===== src/cesd_pkg.sv =====
// cesd_pkg: shared types and constants for the escape sequence decoder
// no dependencies; used by the step logic, the top level and the checker
package cesd_pkg;

   localparam logic [1:0] MODE_BODY  = 2'd0;
   localparam logic [1:0] MODE_CARET = 2'd1;
   localparam logic [1:0] MODE_OCTAL = 2'd2;

   localparam logic [1:0] KIND_VALUE = 2'd0;
   localparam logic [1:0] KIND_CONT  = 2'd1;
   localparam logic [1:0] KIND_TERM  = 2'd2;

   localparam logic [1:0] LEVELS_MAX = 2'd2;

   localparam logic [7:0] CH_NUL   = 8'h00;
   localparam logic [7:0] CH_NL    = 8'h0a;
   localparam logic [7:0] CH_BSL   = 8'h5c;
   localparam logic [7:0] CH_CARET = 8'h5e;
   localparam logic [7:0] CH_A     = 8'h61;
   localparam logic [7:0] CH_B     = 8'h62;
   localparam logic [7:0] CH_E     = 8'h65;
   localparam logic [7:0] CH_F     = 8'h66;
   localparam logic [7:0] CH_N     = 8'h6e;
   localparam logic [7:0] CH_R     = 8'h72;
   localparam logic [7:0] CH_T     = 8'h74;
   localparam logic [7:0] CH_V     = 8'h76;

   localparam logic [8:0] VAL_BEL        = 9'o007;
   localparam logic [8:0] VAL_BS         = 9'o010;
   localparam logic [8:0] VAL_ESC        = 9'o033;
   localparam logic [8:0] VAL_FF         = 9'o014;
   localparam logic [8:0] VAL_NL         = 9'o012;
   localparam logic [8:0] VAL_CR         = 9'o015;
   localparam logic [8:0] VAL_TAB        = 9'o011;
   localparam logic [8:0] VAL_VT         = 9'o013;
   localparam logic [8:0] VAL_QMARK      = 9'o077;
   localparam logic [8:0] VAL_DEL        = 9'o177;
   localparam logic [8:0] VAL_CONT_CARET = 9'o236;

   typedef struct packed {
      logic [1:0] mode;
      logic [1:0] levels;
      logic [8:0] accum;
      logic [1:0] digits;
   } state_type;

   localparam state_type STATE_RESET = '{
      mode:   MODE_BODY,
      levels: 2'd0,
      accum:  9'd0,
      digits: 2'd0
   };

   typedef struct packed {
      logic [8:0] decoded_value;
      logic [1:0] result_kind;
      logic       byte_consumed;
   } result_type;

endpackage


===== src/cesd_req_if.sv =====
// cesd_req_if: valid/ready channel carrying one escape body byte per transfer
// no dependencies
interface cesd_req_if;
   logic       valid;
   logic       ready;
   logic [7:0] char_in;

   modport source (output valid, output char_in, input ready);
   modport sink (input valid, input char_in, output ready);
endinterface


===== src/cesd_rsp_if.sv =====
// cesd_rsp_if: valid/ready channel carrying one decoded escape per transfer
// no dependencies
interface cesd_rsp_if;
   logic       valid;
   logic       ready;
   logic [8:0] decoded_value;
   logic [1:0] result_kind;
   logic       byte_consumed;

   modport source (output valid, output decoded_value, output result_kind,
                   output byte_consumed, input ready);
   modport sink (input valid, input decoded_value, input result_kind,
                 input byte_consumed, output ready);
endinterface


===== src/cesd_step.sv =====
// cesd_step: combinational decode of one byte against the current parse state
// depends on cesd_pkg
module cesd_step #(
   parameter int MAX_OCTAL_DIGITS = 3
) (
   input  cesd_pkg::state_type  state,
   input  logic [7:0]           char_in,
   output cesd_pkg::state_type  next_state,
   output logic                 emit,
   output cesd_pkg::result_type result
);
   import cesd_pkg::*;

   localparam logic [1:0] MaxDigits = 2'(MAX_OCTAL_DIGITS);

   function automatic logic [8:0] mask_once(input logic [8:0] v);
      logic [8:0] m;
      if (v == VAL_QMARK) begin
         m = VAL_DEL;
      end else begin
         m = {1'b0, v[7], 2'b00, v[4:0]};
      end
      return m;
   endfunction

   function automatic logic [8:0] apply_carets(input logic [8:0] v, input logic [1:0] lv);
      logic [8:0] m;
      case (lv)
         2'd0: m = v;
         2'd1: m = mask_once(v);
         default: m = mask_once(mask_once(v));
      endcase
      return m;
   endfunction

   logic       is_octal;
   logic [8:0] digit;
   logic [8:0] char_wide;
   logic [8:0] accum_next;
   logic [1:0] digits_next;
   state_type  work;

   assign is_octal    = char_in inside {[8'h30:8'h37]};
   assign digit       = {6'd0, char_in[2:0]};
   assign char_wide   = {1'b0, char_in};
   assign accum_next  = {state.accum[5:0], char_in[2:0]};
   assign digits_next = state.digits + 2'd1;

   always_comb begin
      work = state;
      emit = 1'b0;
      result.decoded_value = 9'd0;
      result.result_kind   = KIND_VALUE;
      result.byte_consumed = 1'b1;

      if (state.mode == MODE_OCTAL) begin
         if (!is_octal) begin
            emit = 1'b1;
            result.decoded_value = apply_carets(state.accum, state.levels);
            result.byte_consumed = 1'b0;
         end else if (digits_next >= MaxDigits) begin
            emit = 1'b1;
            result.decoded_value = apply_carets(accum_next, state.levels);
         end else begin
            work.accum  = accum_next;
            work.digits = digits_next;
         end
      end else if (char_in == CH_NUL) begin
         emit = 1'b1;
         result.result_kind   = KIND_TERM;
         result.byte_consumed = 1'b0;
      end else if (state.mode == MODE_CARET) begin
         if (char_in == CH_BSL) begin
            work.mode = MODE_BODY;
         end else begin
            emit = 1'b1;
            result.decoded_value = apply_carets(char_wide, state.levels);
         end
      end else begin
         case (char_in)
            CH_A: begin
               emit = 1'b1;
               result.decoded_value = apply_carets(VAL_BEL, state.levels);
            end
            CH_B: begin
               emit = 1'b1;
               result.decoded_value = apply_carets(VAL_BS, state.levels);
            end
            CH_E: begin
               emit = 1'b1;
               result.decoded_value = apply_carets(VAL_ESC, state.levels);
            end
            CH_F: begin
               emit = 1'b1;
               result.decoded_value = apply_carets(VAL_FF, state.levels);
            end
            CH_N: begin
               emit = 1'b1;
               result.decoded_value = apply_carets(VAL_NL, state.levels);
            end
            CH_R: begin
               emit = 1'b1;
               result.decoded_value = apply_carets(VAL_CR, state.levels);
            end
            CH_T: begin
               emit = 1'b1;
               result.decoded_value = apply_carets(VAL_TAB, state.levels);
            end
            CH_V: begin
               emit = 1'b1;
               result.decoded_value = apply_carets(VAL_VT, state.levels);
            end
            CH_NL: begin
               emit = 1'b1;
               if (state.levels == 2'd0) begin
                  result.result_kind = KIND_CONT;
               end else begin
                  result.decoded_value = VAL_CONT_CARET;
               end
            end
            CH_CARET: begin
               if (state.levels < LEVELS_MAX) begin
                  work.levels = state.levels + 2'd1;
               end
               work.mode = MODE_CARET;
            end
            default: begin
               if (is_octal) begin
                  if (MaxDigits <= 2'd1) begin
                     emit = 1'b1;
                     result.decoded_value = apply_carets(digit, state.levels);
                  end else begin
                     work.mode   = MODE_OCTAL;
                     work.accum  = digit;
                     work.digits = 2'd1;
                  end
               end else begin
                  emit = 1'b1;
                  result.decoded_value = apply_carets(char_wide, state.levels);
               end
            end
         endcase
      end

      next_state = emit ? STATE_RESET : work;
   end

endmodule


===== src/c_escape_sequence_decoder_unit.sv =====
// c_escape_sequence_decoder_unit: one byte per cycle while ready is high, result
// registered on the transfer of the byte that completes the escape
// a two-entry output buffer (output register plus skid) lets input continue
// while a result waits; ready depends only on the skid register
// reset (synchronous) returns the parse state to the start of an escape and
// empties the output buffer
module c_escape_sequence_decoder_unit #(
   parameter int MAX_OCTAL_DIGITS = 3
) (
   input logic          clock,
   input logic          reset,
   cesd_req_if.sink     req_bus,
   cesd_rsp_if.source   rsp_bus
);
   import cesd_pkg::*;

   state_type  state_ff;
   state_type  state_in;
   logic       emit;
   result_type result;

   logic       out_valid_ff;
   logic       out_valid_in;
   result_type out_data_ff;
   result_type out_data_in;
   logic       skid_valid_ff;
   logic       skid_valid_in;
   result_type skid_data_ff;
   result_type skid_data_in;

   logic       accept;
   logic       take;

   cesd_step #(
      .MAX_OCTAL_DIGITS(MAX_OCTAL_DIGITS)
   ) u_step (
      .state      (state_ff),
      .char_in    (req_bus.char_in),
      .next_state (state_in),
      .emit       (emit),
      .result     (result)
   );

   assign req_bus.ready = !skid_valid_ff;
   assign accept        = req_bus.valid && req_bus.ready;
   assign take          = out_valid_ff && rsp_bus.ready;

   always_comb begin
      out_valid_in  = out_valid_ff;
      out_data_in   = out_data_ff;
      skid_valid_in = skid_valid_ff;
      skid_data_in  = skid_data_ff;
      if (take) begin
         if (skid_valid_ff) begin
            out_data_in   = skid_data_ff;
            skid_valid_in = 1'b0;
         end else begin
            out_valid_in = 1'b0;
         end
      end
      if (accept && emit) begin
         if (!out_valid_in) begin
            out_valid_in = 1'b1;
            out_data_in  = result;
         end else begin
            skid_valid_in = 1'b1;
            skid_data_in  = result;
         end
      end
   end

   always_ff @(posedge clock) begin
      if (reset) begin
         state_ff      <= STATE_RESET;
         out_valid_ff  <= 1'b0;
         skid_valid_ff <= 1'b0;
      end else begin
         if (accept) begin
            state_ff <= state_in;
         end
         out_valid_ff  <= out_valid_in;
         skid_valid_ff <= skid_valid_in;
      end
   end

   always_ff @(posedge clock) begin
      out_data_ff  <= out_data_in;
      skid_data_ff <= skid_data_in;
   end

   assign rsp_bus.valid         = out_valid_ff;
   assign rsp_bus.decoded_value = out_data_ff.decoded_value;
   assign rsp_bus.result_kind   = out_data_ff.result_kind;
   assign rsp_bus.byte_consumed = out_data_ff.byte_consumed;

endmodule


===== src/flat_wrapper.sv =====
// flat-port wrapper written by rule: the top's interface ports become plain ports
module c_escape_sequence_decoder_unit_flat import cesd_pkg::*;
#(
   parameter int MAX_OCTAL_DIGITS = 3
)
  (clock, reset, req_bus_valid, req_bus_char_in, req_bus_ready, rsp_bus_valid, rsp_bus_decoded_value, rsp_bus_result_kind, rsp_bus_byte_consumed, rsp_bus_ready);
  cesd_req_if req_bus_i ();
  cesd_rsp_if rsp_bus_i ();
  input logic clock;
  input logic reset;
  input wire logic [$bits(req_bus_i.valid)-1:0] req_bus_valid;
  input wire logic [$bits(req_bus_i.char_in)-1:0] req_bus_char_in;
  output wire logic [$bits(req_bus_i.ready)-1:0] req_bus_ready;
  output wire logic [$bits(rsp_bus_i.valid)-1:0] rsp_bus_valid;
  output wire logic [$bits(rsp_bus_i.decoded_value)-1:0] rsp_bus_decoded_value;
  output wire logic [$bits(rsp_bus_i.result_kind)-1:0] rsp_bus_result_kind;
  output wire logic [$bits(rsp_bus_i.byte_consumed)-1:0] rsp_bus_byte_consumed;
  input wire logic [$bits(rsp_bus_i.ready)-1:0] rsp_bus_ready;
  assign req_bus_i.valid = req_bus_valid;
  assign req_bus_i.char_in = req_bus_char_in;
  assign req_bus_ready = req_bus_i.ready;
  assign rsp_bus_valid = rsp_bus_i.valid;
  assign rsp_bus_decoded_value = rsp_bus_i.decoded_value;
  assign rsp_bus_result_kind = rsp_bus_i.result_kind;
  assign rsp_bus_byte_consumed = rsp_bus_i.byte_consumed;
  assign rsp_bus_i.ready = rsp_bus_ready;
  c_escape_sequence_decoder_unit #(.MAX_OCTAL_DIGITS(MAX_OCTAL_DIGITS)) u_core (.clock(clock), .reset(reset), .req_bus(req_bus_i), .rsp_bus(rsp_bus_i));
endmodule

===== config.mk =====
export PLATFORM = sky130hd
export DESIGN_NAME = c_escape_sequence_decoder_unit_flat
export DESIGN_NICKNAME = d
export VERILOG_FILES = /design/src/cesd_pkg.sv /design/src/cesd_req_if.sv /design/src/cesd_rsp_if.sv /design/src/cesd_step.sv /design/src/c_escape_sequence_decoder_unit.sv /design/src/flat_wrapper.sv
export SDC_FILE = /design/constraint.sdc
export NUM_CORES = 1
export LEC_CHECK = 0
export BUFFER_PORTS_ARGS = -buffer_cell sky130_fd_sc_hd__buf_4
export CORE_ASPECT_RATIO = 1.75
export CORE_UTILIZATION = 35
export CTS_CLUSTER_DIAMETER = 200
export DETAILED_ROUTE_END_ITERATION = 10
export GPL_TIMING_DRIVEN = 0
export MAX_ROUTING_LAYER = met4
export PLACE_DENSITY = 0.55
export SETUP_SLACK_MARGIN = 0.3
export SYNTH_ARGS = -nofsm -noshare
export SYNTH_HDL_FRONTEND = slang
export SYNTH_SLANG_ARGS = --single-unit
export TNS_END_PERCENT = 1

===== constraint.sdc =====
create_clock -name clock -period 3.41 [get_ports clock]
set_clock_uncertainty 0.2 [all_clocks]
set_input_delay 0.5115 -clock clock [delete_from_list [all_inputs] [get_ports clock]]
set_output_delay 0.5115 -clock clock [all_outputs]
set_load 0.03 [all_outputs]

==> impl_summary.txt <==
----------------------------------------------------
[Floorplanning]
  Width of the die ... 67.30 um
  Number of standard-cell rows in the floorplan ... 41
  Height of the die ... 116.3 um
  Initial cell density of the core ... 0.3610
  Boundary pin count ... 26
  Overall die area ... 7824 um^2
  Core area ... 7233 um^2

[Layout]
  Synth-to-layout area growth ... 15.91%
  Share of final-layout standard cells stronger than drive strength 1 ... 0.2322
  Total Nets Final ... 337
  Share of the core filled with cells in the final layout ... 0.4184
  Antenna Cells ... 0
  Final cell count without fillers ... 409

[Logic synthesis]
  Number of enable flip-flop cells after synthesis ... 12
  Unique cell type count in the Yosys netlist ... 64
  Fraction of post-synthesis cell area in the top cell type by area ... 0.2223
  Fraction of registers with async set or reset after synthesis ... 0
  Post-synthesis register bit count ... 41
  Main area contributors after synthesis ... sky130_fd_sc_hd__dfxtp_1, sky130_fd_sc_hd__edfxtp_1, sky130_fd_sc_hd__mux2_2, sky130_fd_sc_hd__nand2_1, sky130_fd_sc_hd__a21oi_1
  Synthesized net count ... 309
  Top_reg_cell synth ... sky130_fd_sc_hd__dfxtp_1
  Synth Instances ... 294
  Largest area contributor in the synthesized netlist ... sky130_fd_sc_hd__dfxtp_1
  Post-Synthesis Cell Area ... 2611 um^2
  Sequential cell area fraction in the yosys report ... 0.3603
  Yosys Warn Count ... 0
  Per-instance average area after synthesis ... 8.882 um^2

[Global route]
  Via count of the first global-routing pass ... 2182
  Global-route wire length before repair ... 11030 um
  Pin count of the biggest net entering global routing ... 14
  Global router's overall resource usage ... 0.1957
  Grt ovf ... 0
  Initial antenna violation count ... 0

[STA]
  Achievable frequency ... 339.5 MHz
  Post-route clock period utilization ... 0.8637
  Final Critical Period ... 2945 ps
  Measured slew at the worst slew-check pin ... 785.9 ps
  Final Max Slew Viols ... 0
  Final total negative setup slack ... 0 ps
  Final-report hold violation count ... 0
  PnR worst setup slack ... 464.9 ps
  Max-Slew Margin vs Limit ... 0.4706
  Setup violators final ... 0
  Unrepaired setup endpoints after global routing ... true

[Setup path]
  Crit path from ... u_core.state_ff[0]
  Classification of the worst setup path ... flop to flop
  Worst EP arrival ... 2920 ps
  Worst setup EP type ... flop
  Worst path required time ... 3380 ps
  Origin of the critical flop-to-flop path ... u_core.state_ff[0]
  Crit path launch type ... flop
  Largest driver fanout on the critical path ... 10

[Power and ir drop]
  Cell leakage power ... 1.115 nW
  Final total power ... 1.265 mW
  Max VDD drop ... 0.1929 mV
  Power density normalized to cell area ... 417.8 nW/um^2

[Detailed routing]
  Via count ... 2331
  Post-detailed-route count of antenna-violating nets ... 0
  Detailed router's first-iteration violation count ... 116
  Average detailed-routed wire length per instance ... 17.20 um
  Number of iterations in the first detailed-routing pass ... 4
  Total DRC errors in the routed layout ... 0
  Vias/cell ... 5.699
  Overall routed net length ... 7036 um

[Clocking]
  CTS tree ... yes
  Insertion delay of the later-clocked pin in the worst-skew pair ... 280 ps
  Number of buffers between clock root and the deepest sink ... 2
  Total number of clock tree sinks ... 41
  Number of buffers added for setup after CTS ... 0
  Clock buffer count from CTS ... 5
  CTS clock-pin slew for the worst setup and hold paths ... 60 ps
  Buffer type at the clock tree root ... sky130_fd_sc_hd__clkbuf_16
  H-tree depth ... 2

[Status]
  Result of the run ... finished clean

[Place]
  Routability-driven placement congestion ratio ... 0.9060
  Total of buffers placed on input and output ports ... 21
  Post-detailed-placement half-perimeter wirelength ... 5386 um
  Post-Place Worst Slack ... -179.3 ps
  Instance count after placement with tap cells included ... 401

[Hold path]
  Hold_sp ... rsp_bus_ready
  Class of the tightest hold or removal check ... input pin to flop

[Flow run]
  MaxCap Viol Count ... 0

----------------------------------------------------
==> cells in the final DEF (no fill, tap or decap), types with 4 or more instances in the layout <==
master | netlist | final
sky130_fd_sc_hd__nand2_1 | 29 | 29
sky130_fd_sc_hd__dfxtp_1 | 29 | 29
sky130_fd_sc_hd__buf_4 | 0 | 21
sky130_fd_sc_hd__mux2_2 | 20 | 20
sky130_fd_sc_hd__nor2_1 | 20 | 19
sky130_fd_sc_hd__a21oi_1 | 18 | 18
sky130_fd_sc_hd__o21ai_0 | 13 | 13
sky130_fd_sc_hd__nor3_1 | 12 | 12
sky130_fd_sc_hd__clkbuf_1 | 12 | 12
sky130_fd_sc_hd__edfxtp_1 | 12 | 12
sky130_fd_sc_hd__inv_1 | 11 | 11
sky130_fd_sc_hd__nand3_1 | 9 | 9
sky130_fd_sc_hd__buf_2 | 8 | 8
sky130_fd_sc_hd__nor2b_1 | 6 | 6
sky130_fd_sc_hd__mux2i_1 | 6 | 6
sky130_fd_sc_hd__and3_1 | 5 | 5
sky130_fd_sc_hd__a31oi_1 | 5 | 5
sky130_fd_sc_hd__clkbuf_16 | 0 | 5
sky130_fd_sc_hd__nand2b_1 | 4 | 4
sky130_fd_sc_hd__or2_2 | 4 | 4
sky130_fd_sc_hd__o31ai_1 | 4 | 4
sky130_fd_sc_hd__a221o_1 | 4 | 4
sky130_fd_sc_hd__a22oi_1 | 4 | 4
==> report_power, final <==
| group | internal (mW) | leakage [nW] | switching [mW] |
|---|---|---|---|
| clock | 0.268 | 0.0712 | 0.190 |
| sequential | 0.533 | 0.346 | 0.0144 |
| combinational | 0.109 | 0.698 | 0.149 |
==> kinds of logic after synthesis <==
family / Yosys count / share of synthesized area
AND/OR/NAND/NOR: 120 / 0.2722
buffers and inverters: 33 / 0.05414
flip-flops: 41 / 0.3603
adder cells (fa/ha/maj): 3 / 0.01438
AO/OA/AOI/OAI: 71 / 0.1898
multiplexers: 26 / 0.1093
==> registers in the layout, indices dropped and copies added, names as in the netlist <==
name and flops:
u_core.rsp_bus.byte_consumed 1, u_core.rsp_bus.decoded_value 9, u_core.rsp_bus.result_kind 2, u_core.rsp_bus.valid 1
u_core.skid_data_ff 12, u_core.skid_valid_ff 1, u_core.state_ff 15
==> synthesized netlist by cell type (3+ instances only) <==
cell type,count
sky130_fd_sc_hd__nand2_1,29
sky130_fd_sc_hd__nor2b_1,6
sky130_fd_sc_hd__a22oi_1,4
sky130_fd_sc_hd__nand3_1,9
sky130_fd_sc_hd__inv_1,11
sky130_fd_sc_hd__clkbuf_1,12
sky130_fd_sc_hd__mux2_2,20
sky130_fd_sc_hd__dfxtp_1,29
sky130_fd_sc_hd__mux2i_1,6
sky130_fd_sc_hd__a221o_1,4
sky130_fd_sc_hd__and3_1,5
sky130_fd_sc_hd__or2_2,4
sky130_fd_sc_hd__nor2_1,20
sky130_fd_sc_hd__ha_1,3
sky130_fd_sc_hd__a31o_2,3
sky130_fd_sc_hd__nor4b_1,3
sky130_fd_sc_hd__a31oi_1,5
sky130_fd_sc_hd__edfxtp_1,12
sky130_fd_sc_hd__o31ai_1,4
sky130_fd_sc_hd__buf_2,8
sky130_fd_sc_hd__o21ai_0,13
sky130_fd_sc_hd__nor3_1,12
sky130_fd_sc_hd__a21oi_1,18
sky130_fd_sc_hd__nand2b_1,4
==> final cells by class <==
cell class / instances / area (um^2)
Tap cell: 86 / 107.6
Buffer: 22 / 100.1
Fill cell: 721 / 4207
Clock inverter: 3 / 17.52
Inverter: 11 / 41.29
Clock buffer: 5 / 125.1
Timing Repair Buffer: 21 / 157.7
Sequential cell: 41 / 940.9
Multi-Input combinational cell: 220 / 1536
==> worst max-delay path, stage by stage (launching register included) <==
cell                       delay [ps]
sky130_fd_sc_hd__dfxtp_1          320
sky130_fd_sc_hd__inv_1             50
sky130_fd_sc_hd__ha_1             180
sky130_fd_sc_hd__clkbuf_1         220
sky130_fd_sc_hd__nor4_2           570
sky130_fd_sc_hd__nor2_1           160
sky130_fd_sc_hd__and2_1           190
sky130_fd_sc_hd__buf_2            180
sky130_fd_sc_hd__nand2_2          110
sky130_fd_sc_hd__buf_2            280
sky130_fd_sc_hd__mux2_2           360
==> through the flow <==
step / cell area [um^2] / hold slack, ps
CTS: 3022 / 216.4
global placement: 2877 / 248.0
finish: 3027 / 224.0
floorplan: 2611 / 236.3
detailed placement: 2877 / 249.2
global route: 3027 / 222.6
==> per-layer routing <==
layer	up-vias	part of all wire	GRT usage
met5	-	0	-
met4	0	0.040	0.09220
met3	20	0.029	0.03125
met2	57	0.54	0.3507
met1	1109	0.39	0.2011
li1	1145	-	-
==> final timing paths <==
| path | cells after the start | to | slack [ps] |
|---|---|---|---|
| worst max-delay path | 10 | u_core.rsp_bus.decoded_value[0] | 460 |
| worst min-delay path | 2 | u_core.skid_valid_ff | 220 |
| worst max register to register | 10 | u_core.rsp_bus.decoded_value[0] | 460 |
| worst min register to register | 2 | u_core.state_ff[0] | 260 |
==> repair_timing <==
item | in CTS | in global routing
hold buffers | 0 | 0
resized for setup | 1 | 1
endpoints found under the setup margin | 12 | 20
hold endpoints to repair | 0 | 0
Note: power is estimated with default switching activity, not from simulation.
